--- src/rtl/core/i2p_pkg.sv ---
// Shared types, character codes and helpers for the infix-to-postfix converter.
// Depends on nothing. All other files import it.
`timescale 1ns / 1ps
`default_nettype none

package i2p_pkg;

  // Operator stack depth and bracket counter width.
  localparam int STACK_DEPTH = 16;
  localparam int COUNT_BITS  = 16;
  localparam int CNT_W       = $clog2(STACK_DEPTH + 1);
  localparam int IDX_W       = $clog2(STACK_DEPTH);

  // Command queue between front and back.
  localparam int QDEPTH = 4;
  localparam int QPTR_W = $clog2(QDEPTH);
  localparam int QCNT_W = $clog2(QDEPTH + 1);

  // Stack codes.
  localparam logic [2:0] OP_ADD    = 3'd0;
  localparam logic [2:0] OP_SUB    = 3'd1;
  localparam logic [2:0] OP_MUL    = 3'd2;
  localparam logic [2:0] OP_DIV    = 3'd3;
  localparam logic [2:0] OP_LPAREN = 3'd4;

  // Characters.
  localparam logic [7:0] CH_PLUS   = 8'h2B;
  localparam logic [7:0] CH_MINUS  = 8'h2D;
  localparam logic [7:0] CH_STAR   = 8'h2A;
  localparam logic [7:0] CH_SLASH  = 8'h2F;
  localparam logic [7:0] CH_LPAREN = 8'h28;
  localparam logic [7:0] CH_RPAREN = 8'h29;
  localparam logic [7:0] CH_SPACE  = 8'h20;
  localparam logic [7:0] CH_NUL    = 8'h00;

  typedef enum logic [2:0] {
    K_OPER,
    K_LPAREN,
    K_RPAREN,
    K_OPERAND,
    K_END
  } cmd_kind_t;

  typedef struct packed {
    cmd_kind_t  kind;
    logic [7:0] ch;    // operand character
    logic [2:0] code;  // operator code
    logic       ok;    // verdict, end command only
  } cmd_t;

  typedef struct packed {
    logic [CNT_W-1:0] stack_count;
    logic             busy;
  } back_status_t;

  function automatic logic [1:0] prec(input logic [2:0] code);
    case (code)
      OP_ADD, OP_SUB: prec = 2'd1;
      OP_MUL, OP_DIV: prec = 2'd2;
      default:        prec = 2'd0;
    endcase
  endfunction

  function automatic logic [7:0] code_char(input logic [2:0] code);
    case (code)
      OP_ADD:    code_char = CH_PLUS;
      OP_SUB:    code_char = CH_MINUS;
      OP_MUL:    code_char = CH_STAR;
      OP_DIV:    code_char = CH_SLASH;
      OP_LPAREN: code_char = CH_LPAREN;
      default:   code_char = CH_NUL;
    endcase
  endfunction

endpackage

`default_nettype wire

--- src/rtl/core/infix_to_postfix_converter_top.sv ---
// Top level of the infix-to-postfix converter: front end, command queue and
// back end with the operator stack. Depends on i2p_pkg and the three i2p modules.
//
// Usage:
//   Input stream (s_*): one item per infix character. s_tuser = 0 carries an
//   expression character in s_tdata[7:0]; s_tuser = 1 ends the expression.
//   Output stream (m_*): one item per postfix character (m_tuser = 1), then one
//   done item (m_tlast = 1, m_tuser = 0) that carries the verdict and the
//   overflow flag. On a done item with expr_ok = 0 the receiver discards the run.
//   Path: with the back idle, an accepted character is written to the queue,
//   fetched into the command register, then loaded into the output register.
//   Throughput: the front takes one item per cycle while the 4-entry command
//   queue has room. The back fetches a command, emits its characters and
//   does any push before it fetches the next one; the back sets the rate.
//   When the receiver stalls, the output register holds its item, the back
//   waits, the queue fills and s_tready falls; nothing is lost.
//   Reset (rst, synchronous) empties the queue and the stack and clears all
//   validation state. The state also returns to reset after each done item.
`timescale 1ns / 1ps
`default_nettype none

module infix_to_postfix_converter_top import i2p_pkg::*; (
  input  wire logic        clk,
  input  wire logic        rst,
  input  wire logic        s_tvalid,
  output logic             s_tready,
  input  wire logic [7:0]  s_tdata,   // [7:0] in_char
  input  wire logic        s_tuser,   // [0] req_type (1 = end of expression)
  output logic             m_tvalid,
  input  wire logic        m_tready,
  output logic [15:0]      m_tdata,   // [7:0] out_char, [8] expr_ok,
                                      // [9] stack_overflow, [15:10] zero
  output logic             m_tuser,   // [0] char_valid
  output logic             m_tlast    // done_res
);

  logic         q_full;
  logic         q_empty;
  logic         q_push;
  logic         q_pop;
  cmd_t         q_cmd;
  cmd_t         q_head;
  logic [7:0]   out_char;
  logic         out_done;
  logic         out_ok;
  logic         out_ovf;
  back_status_t back_status;

  // Front: classification and expression checks.
  i2p_front u_front (
    .clk      (clk),
    .rst      (rst),
    .in_valid (s_tvalid),
    .in_ready (s_tready),
    .in_end   (s_tuser),
    .in_char  (s_tdata),
    .q_full   (q_full),
    .q_push   (q_push),
    .q_cmd    (q_cmd)
  );

  // Decoupling queue.
  i2p_queue u_queue (
    .clk      (clk),
    .rst      (rst),
    .push     (q_push),
    .push_cmd (q_cmd),
    .pop      (q_pop),
    .head     (q_head),
    .empty    (q_empty),
    .full     (q_full)
  );

  // Back: stack sequencer and output register.
  i2p_back u_back (
    .clk       (clk),
    .rst       (rst),
    .q_head    (q_head),
    .q_empty   (q_empty),
    .q_pop     (q_pop),
    .out_valid (m_tvalid),
    .out_ready (m_tready),
    .out_char  (out_char),
    .out_done  (out_done),
    .out_ok    (out_ok),
    .out_ovf   (out_ovf),
    .status    (back_status)
  );

  assign m_tdata = {6'b0, out_ovf, out_ok, out_char};
  assign m_tuser = !out_done;
  assign m_tlast = out_done;

  // The stack never holds more entries than it has.
  a_stack_bound: assert property (@(posedge clk) disable iff (rst)
    back_status.stack_count <= CNT_W'(STACK_DEPTH))
    else $error("operator stack count beyond depth");

  // Character items carry no verdict bits.
  a_char_flags: assert property (@(posedge clk) disable iff (rst)
    (m_tvalid && !m_tlast) |-> (m_tuser && !m_tdata[8] && !m_tdata[9]))
    else $error("verdict bits set on a character item");

  // The done item comes only once the stack is drained.
  a_done_drained: assert property (@(posedge clk) disable iff (rst)
    $rose(m_tvalid && m_tlast) |-> ($past(back_status.stack_count) == '0))
    else $error("done item issued with operators left on the stack");

  // Input is held off only while the queue is full.
  a_ready_queue: assert property (@(posedge clk) disable iff (rst)
    !s_tready |-> q_full)
    else $error("input stalled with room in the queue");

endmodule

`default_nettype wire

--- src/rtl/core/i2p_front.sv ---
// Front end: accepts input items, tracks validation state, classifies each
// character into a command for the queue. Depends on i2p_pkg.
`timescale 1ns / 1ps
`default_nettype none

module i2p_front import i2p_pkg::*; (
  input  wire logic       clk,
  input  wire logic       rst,
  input  wire logic       in_valid,
  output logic            in_ready,
  input  wire logic       in_end,
  input  wire logic [7:0] in_char,
  input  wire logic       q_full,
  output logic            q_push,
  output cmd_t            q_cmd
);

  logic [COUNT_BITS-1:0] open_count, open_count_next;
  logic [COUNT_BITS-1:0] close_count, close_count_next;
  logic                  prev_was_op, prev_was_op_next;
  logic [7:0]            first_char, first_char_next;
  logic                  first_seen, first_seen_next;
  logic                  invalid_seen, invalid_seen_next;
  logic                  accept;
  logic                  is_space;

  assign in_ready = !q_full;
  assign accept   = in_valid && in_ready;
  assign is_space = (in_char == CH_SPACE) || (in_char inside {[8'd9:8'd13]});

  always_comb begin
    open_count_next   = open_count;
    close_count_next  = close_count;
    prev_was_op_next  = prev_was_op;
    first_char_next   = first_char;
    first_seen_next   = first_seen;
    invalid_seen_next = invalid_seen;
    q_push            = 1'b0;
    q_cmd.kind        = K_OPERAND;
    q_cmd.ch          = in_char;
    q_cmd.code        = OP_ADD;
    q_cmd.ok          = 1'b0;

    if (accept) begin
      if (in_end) begin
        q_push            = 1'b1;
        q_cmd.kind        = K_END;
        q_cmd.ok          = !invalid_seen && (open_count == close_count) && !prev_was_op;
        open_count_next   = '0;
        close_count_next  = '0;
        prev_was_op_next  = 1'b0;
        first_char_next   = '0;
        first_seen_next   = 1'b0;
        invalid_seen_next = 1'b0;
      end else begin
        if (!first_seen) begin
          first_seen_next = 1'b1;
          first_char_next = in_char;
        end
        if (!is_space) begin
          q_push = 1'b1;
          case (in_char)
            CH_PLUS, CH_MINUS, CH_STAR, CH_SLASH: begin
              // first_char_next already holds this char if it opens the expression
              if (first_char_next == in_char || prev_was_op) begin
                invalid_seen_next = 1'b1;
              end
              prev_was_op_next = 1'b1;
              q_cmd.kind       = K_OPER;
              case (in_char)
                CH_PLUS:  q_cmd.code = OP_ADD;
                CH_MINUS: q_cmd.code = OP_SUB;
                CH_STAR:  q_cmd.code = OP_MUL;
                default:  q_cmd.code = OP_DIV;
              endcase
            end
            CH_LPAREN: begin
              open_count_next  = open_count + 1'b1;
              prev_was_op_next = 1'b0;
              q_cmd.kind       = K_LPAREN;
            end
            CH_RPAREN: begin
              close_count_next = close_count + 1'b1;
              prev_was_op_next = 1'b0;
              q_cmd.kind       = K_RPAREN;
            end
            default: begin
              if (!(in_char inside {[8'h30:8'h39]})) begin
                invalid_seen_next = 1'b1;
              end
              prev_was_op_next = 1'b0;
              q_cmd.kind       = K_OPERAND;
            end
          endcase
        end
      end
    end
  end

  always_ff @(posedge clk) begin
    if (rst) begin
      open_count   <= '0;
      close_count  <= '0;
      prev_was_op  <= 1'b0;
      first_char   <= '0;
      first_seen   <= 1'b0;
      invalid_seen <= 1'b0;
    end else begin
      open_count   <= open_count_next;
      close_count  <= close_count_next;
      prev_was_op  <= prev_was_op_next;
      first_char   <= first_char_next;
      first_seen   <= first_seen_next;
      invalid_seen <= invalid_seen_next;
    end
  end

endmodule

`default_nettype wire

--- src/rtl/core/i2p_queue.sv ---
// Small register FIFO of commands between front and back.
// Depends on i2p_pkg.
`timescale 1ns / 1ps
`default_nettype none

module i2p_queue import i2p_pkg::*; (
  input  wire logic clk,
  input  wire logic rst,
  input  wire logic push,
  input  cmd_t      push_cmd,
  input  wire logic pop,
  output cmd_t      head,
  output logic      empty,
  output logic      full
);

  cmd_t              entries [QDEPTH];
  logic [QPTR_W-1:0] wr_ptr;
  logic [QPTR_W-1:0] rd_ptr;
  logic [QCNT_W-1:0] fill;
  logic              do_push;
  logic              do_pop;

  assign empty   = (fill == '0);
  assign full    = (fill == QCNT_W'(QDEPTH));
  assign head    = entries[rd_ptr];
  assign do_push = push && !full;
  assign do_pop  = pop && !empty;

  always_ff @(posedge clk) begin
    if (do_push) begin
      entries[wr_ptr] <= push_cmd;
    end
    if (rst) begin
      wr_ptr <= '0;
      rd_ptr <= '0;
      fill   <= '0;
    end else begin
      if (do_push) begin
        wr_ptr <= wr_ptr + 1'b1;
      end
      if (do_pop) begin
        rd_ptr <= rd_ptr + 1'b1;
      end
      case ({do_push, do_pop})
        2'b10:   fill <= fill + 1'b1;
        2'b01:   fill <= fill - 1'b1;
        default: fill <= fill;
      endcase
    end
  end

endmodule

`default_nettype wire

--- src/rtl/core/i2p_back.sv ---
// Back end: executes queued commands against the operator stack and drives
// the output register, at most one item per cycle. Depends on i2p_pkg.
`timescale 1ns / 1ps
`default_nettype none

module i2p_back import i2p_pkg::*; (
  input  wire logic  clk,
  input  wire logic  rst,
  input  cmd_t       q_head,
  input  wire logic  q_empty,
  output logic       q_pop,
  output logic       out_valid,
  input  wire logic  out_ready,
  output logic [7:0] out_char,
  output logic       out_done,
  output logic       out_ok,
  output logic       out_ovf,
  output back_status_t status
);

  typedef enum logic [1:0] {
    S_IDLE,
    S_EVAL,
    S_SPACE
  } state_t;

  state_t           state;
  cmd_t             cmd;
  logic             space_to_eval;
  logic [2:0]       op_stack [STACK_DEPTH];
  logic [CNT_W-1:0] stack_count;
  logic             overflow_seen;
  logic [CNT_W-1:0] count_dec;
  logic [IDX_W-1:0] top_idx;
  logic [2:0]       top_code;
  logic             nonempty;
  logic             stack_full;
  logic             slot_free;
  logic             oper_pops;
  logic             out_load;

  assign count_dec  = stack_count - 1'b1;
  assign top_idx    = count_dec[IDX_W-1:0];
  assign top_code   = op_stack[top_idx];
  assign nonempty   = (stack_count != '0);
  assign stack_full = (stack_count >= CNT_W'(STACK_DEPTH));
  assign slot_free  = !out_valid || out_ready;
  assign oper_pops  = nonempty && (top_code <= OP_DIV) && (prec(top_code) >= prec(cmd.code));
  assign q_pop      = (state == S_IDLE) && !q_empty;

  // output register takes a new item this cycle
  assign out_load = slot_free &&
                    ((state == S_SPACE) ||
                     ((state == S_EVAL) &&
                      ((cmd.kind == K_OPERAND) || (cmd.kind == K_END) ||
                       ((cmd.kind == K_OPER) && oper_pops) ||
                       ((cmd.kind == K_RPAREN) && nonempty))));

  assign status.stack_count = stack_count;
  assign status.busy        = (state != S_IDLE);

  always_ff @(posedge clk) begin
    if (rst) begin
      state         <= S_IDLE;
      stack_count   <= '0;
      overflow_seen <= 1'b0;
      out_valid     <= 1'b0;
      space_to_eval <= 1'b0;
    end else begin
      out_valid <= out_load || (out_valid && !out_ready);
      case (state)
        S_IDLE: begin
          if (!q_empty) begin
            cmd   <= q_head;
            state <= S_EVAL;
          end
        end
        S_EVAL: begin
          if (slot_free) begin
            case (cmd.kind)
              K_OPERAND: begin
                out_char      <= cmd.ch;
                out_done      <= 1'b0;
                out_ok        <= 1'b0;
                out_ovf       <= 1'b0;
                space_to_eval <= 1'b0;
                state         <= S_SPACE;
              end
              K_OPER, K_LPAREN: begin
                if (cmd.kind == K_OPER && oper_pops) begin
                  out_char      <= code_char(top_code);
                  out_done      <= 1'b0;
                  out_ok        <= 1'b0;
                  out_ovf       <= 1'b0;
                  stack_count   <= count_dec;
                  space_to_eval <= 1'b1;
                  state         <= S_SPACE;
                end else begin
                  // push; a full stack drops the symbol
                  if (stack_full) begin
                    overflow_seen <= 1'b1;
                  end else begin
                    op_stack[stack_count[IDX_W-1:0]] <=
                      (cmd.kind == K_LPAREN) ? OP_LPAREN : cmd.code;
                    stack_count <= stack_count + 1'b1;
                  end
                  state <= S_IDLE;
                end
              end
              K_RPAREN: begin
                if (nonempty && top_code != OP_LPAREN) begin
                  out_char      <= code_char(top_code);
                  out_done      <= 1'b0;
                  out_ok        <= 1'b0;
                  out_ovf       <= 1'b0;
                  stack_count   <= count_dec;
                  space_to_eval <= 1'b1;
                  state         <= S_SPACE;
                end else begin
                  if (nonempty) begin
                    // matched bracket: extra space, discard the '('
                    out_char    <= CH_SPACE;
                    out_done    <= 1'b0;
                    out_ok      <= 1'b0;
                    out_ovf     <= 1'b0;
                    stack_count <= count_dec;
                  end
                  state <= S_IDLE;
                end
              end
              K_END: begin
                if (nonempty) begin
                  out_char      <= code_char(top_code);
                  out_done      <= 1'b0;
                  out_ok        <= 1'b0;
                  out_ovf       <= 1'b0;
                  stack_count   <= count_dec;
                  space_to_eval <= 1'b1;
                  state         <= S_SPACE;
                end else begin
                  out_char      <= CH_NUL;
                  out_done      <= 1'b1;
                  out_ok        <= cmd.ok;
                  out_ovf       <= overflow_seen;
                  overflow_seen <= 1'b0;
                  state         <= S_IDLE;
                end
              end
              default: begin
                state <= S_IDLE;
              end
            endcase
          end
        end
        S_SPACE: begin
          if (slot_free) begin
            out_char  <= CH_SPACE;
            out_done  <= 1'b0;
            out_ok    <= 1'b0;
            out_ovf   <= 1'b0;
            state     <= space_to_eval ? S_EVAL : S_IDLE;
          end
        end
        default: begin
          state <= S_IDLE;
        end
      endcase
    end
  end

endmodule

`default_nettype wire

--- config.mk ---
export PLATFORM = sky130hd
export DESIGN_NAME = infix_to_postfix_converter_top
export DESIGN_NICKNAME = d
export VERILOG_FILES = /design/src/rtl/core/i2p_pkg.sv /design/src/rtl/core/infix_to_postfix_converter_top.sv /design/src/rtl/core/i2p_front.sv /design/src/rtl/core/i2p_queue.sv /design/src/rtl/core/i2p_back.sv
export SDC_FILE = /design/constraint.sdc
export NUM_CORES = 1
export LEC_CHECK = 0
export ABC_AREA = 0
export BUFFER_PORTS_ARGS = -buffer_cell sky130_fd_sc_hd__buf_2
export CORE_MARGIN = 1.5
export CORE_UTILIZATION = 61
export DETAILED_ROUTE_END_ITERATION = 8
export PLACE_DENSITY = 0.87
export SKIP_LAST_GASP = 1
export SLEW_MARGIN = 20
export SYNTH_ARGS = -nofsm -noshare
export SYNTH_HDL_FRONTEND = slang
export SYNTH_HIERARCHICAL = 1
export SYNTH_SLANG_ARGS = --single-unit
--- constraint.sdc ---
create_clock -name clk -period 8.8 [get_ports clk]
set_input_delay 0.88 -clock clk [delete_from_list [all_inputs] [get_ports clk]]
set_output_delay 0.88 -clock clk [all_outputs]
set_load 0.02 [all_outputs]
-- Yosys cells after proc, flatten, opt, wreduce, memory -nomap -nowiden
Memory sizes are Yosys's and may differ from the RTL's. A register that Yosys moved wholly into a read port is not among the register bits.
Cells that the tools add are included.
- $add $sub $neg: 8
- $lt $le $gt $ge: 7
- equality and inequality tests: 43
- muxes and demuxes: 92
- bitwise logic cells: 2
- reductions and logical operators: 61
- operators by type and width (kind ; number):
    two-way mux 16 bit ; 6
    two-way mux 8 bit ; 9
    equality test 8 x 6 -> 1 bit (second input constant) ; 7
    two-way mux 1 bit ; 38
    adder 16 x 1 -> 16 bit (second input constant) ; 2
    case mux 8 bit (4 select lines) ; 1
    case mux 6 bit (5 select lines) ; 1
    two-way mux 3 bit ; 7
    two-way mux 5 bit ; 4
    equality test 3 x 2 -> 1 bit (second input constant) ; 6
    case mux 2 bit (3 select lines) ; 3
    equality test 16 bit ; 1
    logical AND 1 bit ; 16
    case mux 1 bit (4 select lines) ; 4
    case mux 8 bit (2 select lines) ; 1
    case mux 5 bit (3 select lines) ; 1
    zero test 3 bit ; 4
    two-way mux 2 bit ; 6
    inequality test 2 x 1 -> 1 bit (second input constant) ; 6
    inequality test 3 bit (second input constant) ; 4
    AND reduction 3 bit ; 4
    AND reduction 6 bit ; 2
    OR reduction 2 bit ; 6
    inequality test 2 bit (second input constant) ; 5
    other kinds (39) ; 69
- register bits: 71
- bits in writable memories: 108
- input bits: 13
- output and inout bits: 20
- logic and storage cells: 233
- memories kept: 2
- memories (name ; words ; bits a word ; read ports ; clocked after memory_dff ; wr ports ; RTL line ; text):
    u_queue.entries ; 4 ; 15 ; 1 ; 1 ; 1 ; i2p_queue.sv:17 ; cmd_t entries [QDEPTH];
    u_back.op_stack ; 16 ; 3 ; 1 ; 0 ; 1 ; i2p_back.sv:30 ; logic [2:0] op_stack [STACK_DEPTH];

-- Longest topological paths before layout
An unclocked memory read counts as a cell.
- depth in word-level cells: 14
- gate-level depth with buffers: 17
- gate-level depth less buffers: 13

-- By module
Netlist, hierarchy kept.
- by module, submodules not included (module ; instances ; cells each ; area an instance (µm²) ; sequential area each (µm²)):
    i2p_back ; 1 ; 302 ; 4037.6 ; 2422.3
    i2p_queue ; 1 ; 132 ; 2677.6 ; 1981.9
    i2p_front ; 1 ; 319 ; 2643.8 ; 860.8
    infix_to_postfix_converter_top ; 1 ; 10 ; 67.6 ; 0.0

-- Least setup slack after synthesis
Ideal clock, no wire load.
- path kind: register to register
- start point: register u_back.stack_count[0]
- end point: memory u_back.op_stack[10][0] (enable)
- arrival time: 3864 ps
- setup slack: 4633 ps
- stages on the path, launching flop included: 18
- cells stage by stage: dfxtp_1 buf_6 buf_2 inv_1 ha_1 buf_1 mux4_2 mux2i_1 mux2_1 nand2_1 ha_1 nand2b_1 a21o_1 nand4b_2 nand2_1 nor2_1 clkbuf_1 and3_1
- word-level cells in the longest chain between the ends: 14
- elaborated cells between the ends (all ways): 23
- those cells by class: add/sub (1); order compare (3); eq/ne (3); mux (8); reduce/logical (7); memory (1)
- ends and longest elaborated chain (what ; RTL line ; text):
    start, declared ; i2p_back.sv:31 ; logic [CNT_W-1:0] stack_count;
    start signal, assigned ; i2p_back.sv:95 ; stack_count <= count_dec;
    start signal, assigned ; i2p_back.sv:105 ; stack_count <= stack_count + 1'b1;
    start signal, assigned ; i2p_back.sv:116 ; stack_count <= count_dec;
    subtractor 5 x 1 -> 5 bit ; i2p_back.sv:42 ; assign count_dec = stack_count - 1'b1;
    memory read (16 x 3 bit) ; -- ;
    equality test 3 x 2 -> 1 bit (tied with other cells) ; i2p_pkg.sv:57 ; case (code)
    OR reduction 2 bit ; i2p_pkg.sv:57 ;
    case mux 2 bit (2 select lines) ; i2p_pkg.sv:57 ;
    >= comparator 2 bit ; i2p_back.sv:48 ; assign oper_pops = nonempty && (top_code <= OP_DIV) && (prec(top_code) >= prec(cmd.code));
    logical AND 1 bit ; i2p_back.sv:48 ;
    logical AND 1 bit ; i2p_back.sv:90 ; if (cmd.kind == K_OPER && oper_pops) begin
    two-way mux 1 bit ; i2p_back.sv:90 ;
    two-way mux 1 bit ; i2p_back.sv:80 ; case (cmd.kind)
    two-way mux 1 bit ; i2p_back.sv:79 ; if (slot_free) begin
    two-way mux 1 bit ; i2p_back.sv:71 ; case (state)
    two-way mux 1 bit ; i2p_back.sv:63 ; if (rst) begin
    two-way mux 1 bit ; i2p_back.sv:104 ; (cmd.kind == K_LPAREN) ? OP_LPAREN : cmd.code;
    end, declared ; i2p_back.sv:30 ;
Parallel ways exist; a longest one is shown, timed or not.

-- Worst setup path in the final report
- start point: register u_back.stack_count[0]
- end point: memory u_back.op_stack[11][1] (enable)
Same word-level chain as after synthesis.

==> results.py <==
metrics = {
    "place": {
        "io_buffer_count": 26,
        "dp_cells": 932,
        "place_congestion": 0.878,
        "dpl.hpwl_mm": 13.1,
    },
    "sta": {
        "finalMaxSlewViolations": 0,
        "max-slew-margin-rel_pct": 32.8,
        "rsz0062_at_grt": "no",
        "tightest_slew_ns": 1.01,
        "finalSetupViolCount": 0,
        "setup_tns_ns": 0,
        "max_freq_ghz": 0.188,
        "min_period_ns": 5.31,
        "min_period_over_period_pct": 60.3,
        "fin_skew_ns": 0.0117,
        "hold_violations": 0,
    },
    "logic_synthesis": {
        "yosys.area_share.simple_pct": 15.8,
        "syn_inst": 763,
        "async_reset_ff_share_pct": 0,
        "synthXorXnorAreaFrac_pct": 3.32,
        "synth_warnings": 6,
        "yosysSeqAreaShare_pct": 55.9,
        "synth.distinct_cells": 80,
        "netlist.area_leader.share_pct": 42.7,
        "synth-main-ff-cell": "edfxtp_1",
        "synth.largest_area_cell": "edfxtp_1",
        "synthAdderAreaFrac_pct": 2.47,
        "synth_seq_cells": 196,
        "synth_top_family_by_area": "simple AND/OR/NAND/NOR gates",
        "syn_area_um2": 9430,
        "synth-edff-count": 134,
        "synthMuxAreaShare_pct": 8.65,
        "avgSynthCellArea_um2": 12.4,
        "synth_compound_area_share_pct": 9.36,
        "yosys-top-cells-area": "edfxtp_1 43%, dfxtp_1 13%, mux4_2 5.3%, ha_1 2.3%, a21oi_1 2.1%",
    },
    "layout": {
        "synthToLayoutAreaGrowth_pct": 7.19,
        "nets": 794,
        "n_antenna_cell": 0,
        "drive_gt1_share_pct": 14.0,
        "stdcell_count": 964,
    },
    "routing": {
        "drc": 0,
        "via_count": 6391,
        "dr.pass1.iters": 5,
        "routed_wirelength_mm": 19.7,
        "final_antenna_net_count": 0,
        "vias_per_cell": 6.63,
        "wl_per_cell_um": 20.4,
        "drt_iter0_markers": 721,
    },
    "critical_path": {
        "start_kind": "flip-flop",
        "crit_fanout": 19,
        "worstPathArrival_ns": 5.45,
        "crit_type": "flip-flop to flip-flop",
        "end_kind": "flip-flop",
        "crit_required_ns": 8.94,
    },
    "power_and_ir_drop": {
        "pwr-share-comb_pct": 22.7,
        "p_leak_nw": 3.46,
        "p_int_mw": 1.75,
        "power_frac_seq_pct": 48.0,
        "peakVddDrop_mv": 0.187,
        "clkPwrFrac_pct": 29.3,
        "p_switching_mw": 0.774,
        "p_sw_share_pct": 30.6,
        "p_per_area_nw_per_um2": 250,
    },
    "run": {
        "maxCapViolCount": 0,
    },
    "clock_tree": {
        "cts_buffer_depth": 2,
        "cts.sinks": 196,
        "postCtsHoldBufs": 0,
        "cts_buffers": 17,
        "cts_resized": 0,
        "clk_latency_ns": 0.44,
        "post_cts_buffers": 0,
        "cts_tree": "built",
        "cts-root-buf": "clkbuf_16",
        "h-tree-depth": 4,
        "clk_pin_slew_ns": 0.07,
    },
    "grt": {
        "grt_pass1_wl_mm": 31.9,
        "grt_max_degree": 46,
        "overflow": 0,
        "grt_pass1_vias": 6273,
        "antenna_found_initial": 0,
        "track_usage_pct": 25.7,
    },
    "floorplanning": {
        "core_area_um2": 15100,
        "rows": 45,
        "fp.dieH_um": 127,
        "fp.dieArea_um2": 16200,
        "ioPinCount": 33,
        "die_w_um": 127,
        "initial_utilization_pct": 62.2,
    },
    "hold_path": {
        "hold_path.class": "flip-flop to flip-flop",
    },
    "outcome": {
        "status": "finished clean",
    },
}
==> logic make-up (layout without fill, tap and decap cells) <==
group,count (synthesis),count (layout)
flip-flops,196,196
XOR/XNOR,34,34
other,2,7
multiplexers,45,45
AND/OR/NAND/NOR,250,250
buffers and inverters,83,91
AO/OA/AOI/OAI,135,135
adder cells (fa/ha/maj),18,18
==> layout by cell type (no fill, tap or decap), drive strengths merged, types with 15 or more instances in the layout <==
cell,synthesis,layout
nand4,17,17
nor2,41,41
inv,29,30
mux4,27,27
buf,30,30
xor2,15,15
or4,21,21
ha,17,17
edfxtp,134,134
nand3,19,19
o31ai,19,19
clkbuf,24,20
and3,23,23
nand2,37,37
nand2b,17,17
dfxtp,62,62
xnor2,19,19
o21ai,25,25
a21oi,40,40
==> metal layers <==
layer | part of all wire (%) | global-route usage [%] | routed length, µm | up-vias
li1 | - | - | - | 2899
met1 | 40 | 32.6 | 7920 | 3126
met2 | 51 | 43.4 | 10100 | 318
met3 | 6.2 | 5.78 | 1230 | 48
met4 | 2.2 | 9.56 | 439 | 0
met5 | 0 | 0 | 0 | -
==> Yosys cell counts, drive strengths merged (3+ instances only) <==
| cell | instances |
|---|---|
| inv | 29 |
| nand2 | 37 |
| nand4 | 17 |
| a21o | 7 |
| edfxtp | 134 |
| o21ai | 25 |
| and3 | 23 |
| clkbuf | 24 |
| buf | 30 |
| or2 | 4 |
| o41ai | 3 |
| xnor2 | 19 |
| or4b | 5 |
| nor3b | 3 |
| a311oi | 3 |
| mux4 | 27 |
| nor4b | 3 |
| and2 | 8 |
| xor2 | 15 |
| nand3 | 19 |
| nand2b | 17 |
| dfxtp | 62 |
| or3 | 13 |
| nor4 | 7 |
| nor3 | 9 |
| or4 | 21 |
| a21oi | 40 |
| nor2b | 13 |
| a2111oi | 3 |
| mux2i | 14 |
| nor2 | 41 |
| a22oi | 8 |
| a31oi | 6 |
| ha | 17 |
| mux2 | 4 |
| and4 | 5 |
| o31ai | 19 |
==> worst paths after layout <==
kind	start	end	slack, ns	cells after the start
setup / recovery	u_back/stack_count[0]	u_back/op_stack[11][1]	3.49	13
setup reg to reg	u_back/stack_count[0]	u_back/op_stack[11][1]	3.49	13
hold / removal	u_front/invalid_seen	u_front/invalid_seen	0.48	2
hold reg to reg	u_front/invalid_seen	u_front/invalid_seen	0.48	2
==> critical path, cell delays in order (launching register included) <==
cell and delay [ns]:
dfxtp_1 0.95, inv_1 0.19, ha_1 0.68, mux4_2 0.41, mux2i_1 0.31, mux2_1 0.26
nand2_1 0.07, ha_1 0.28, nand2b_1 0.16, a21o_1 0.24, nand4b_2 0.19, nand2_1 0.12
nor2_1 0.76, and3_1 0.37
==> final cells by class <==
type / instances / area (µm²)
clock buffer: 20 / 457
clock inverter: 12 / 106
tap: 188 / 235
multi-input combinational: 489 / 3770
inverter: 29 / 109
timing repair buffer: 30 / 160
fill: 1022 / 5040
sequential: 196 / 5270
==> state kept, by name, summed over array words and instances (netlist names), 2 cells and up, named ones only <==
signal / cells
u_back/cmd: 15
u_back/op_stack: 48
u_back/out_char: 8
u_back/stack_count: 5
u_back/state: 2
u_front/close_count: 16
u_front/first_char: 8
u_front/open_count: 16
u_queue/entries: 60
u_queue/fill: 3
u_queue/rd_ptr: 2
u_queue/wr_ptr: 2
==> power groups by stage <==
stage	combinational (mW)	sequential, mW	clock, mW
5_1_grt	0.619	1.22	0.786
2_1_floorplan	0.432	1.20	0
3_3_place_gp	0.529	1.22	0
6_report	0.573	1.21	0.741
3_5_place_dp	0.557	1.23	0
4_1_cts	0.563	1.21	0.746
==> through the flow <==
| stage | util, % | setup slack [ns] | instance area (µm²) | hold WS (ns) | power [mW] |
|---|---|---|---|---|---|
| after CTS | 66.7 | 3.51 | 10100 | 0.488 | 2.52 |
| final | 66.7 | 3.49 | 10100 | 0.484 | 2.53 |
| after global placement | 62.9 | 3.84 | 9530 | 0.466 | 1.75 |
| after global routing | 66.7 | 3.12 | 10100 | 0.516 | 2.63 |
| after floorplan | - | 4.63 | 9450 | 0.417 | 1.63 |
| after detailed placement | 63.0 | 3.55 | 9540 | 0.473 | 1.79 |
Power figures use the tool's default switching activity.
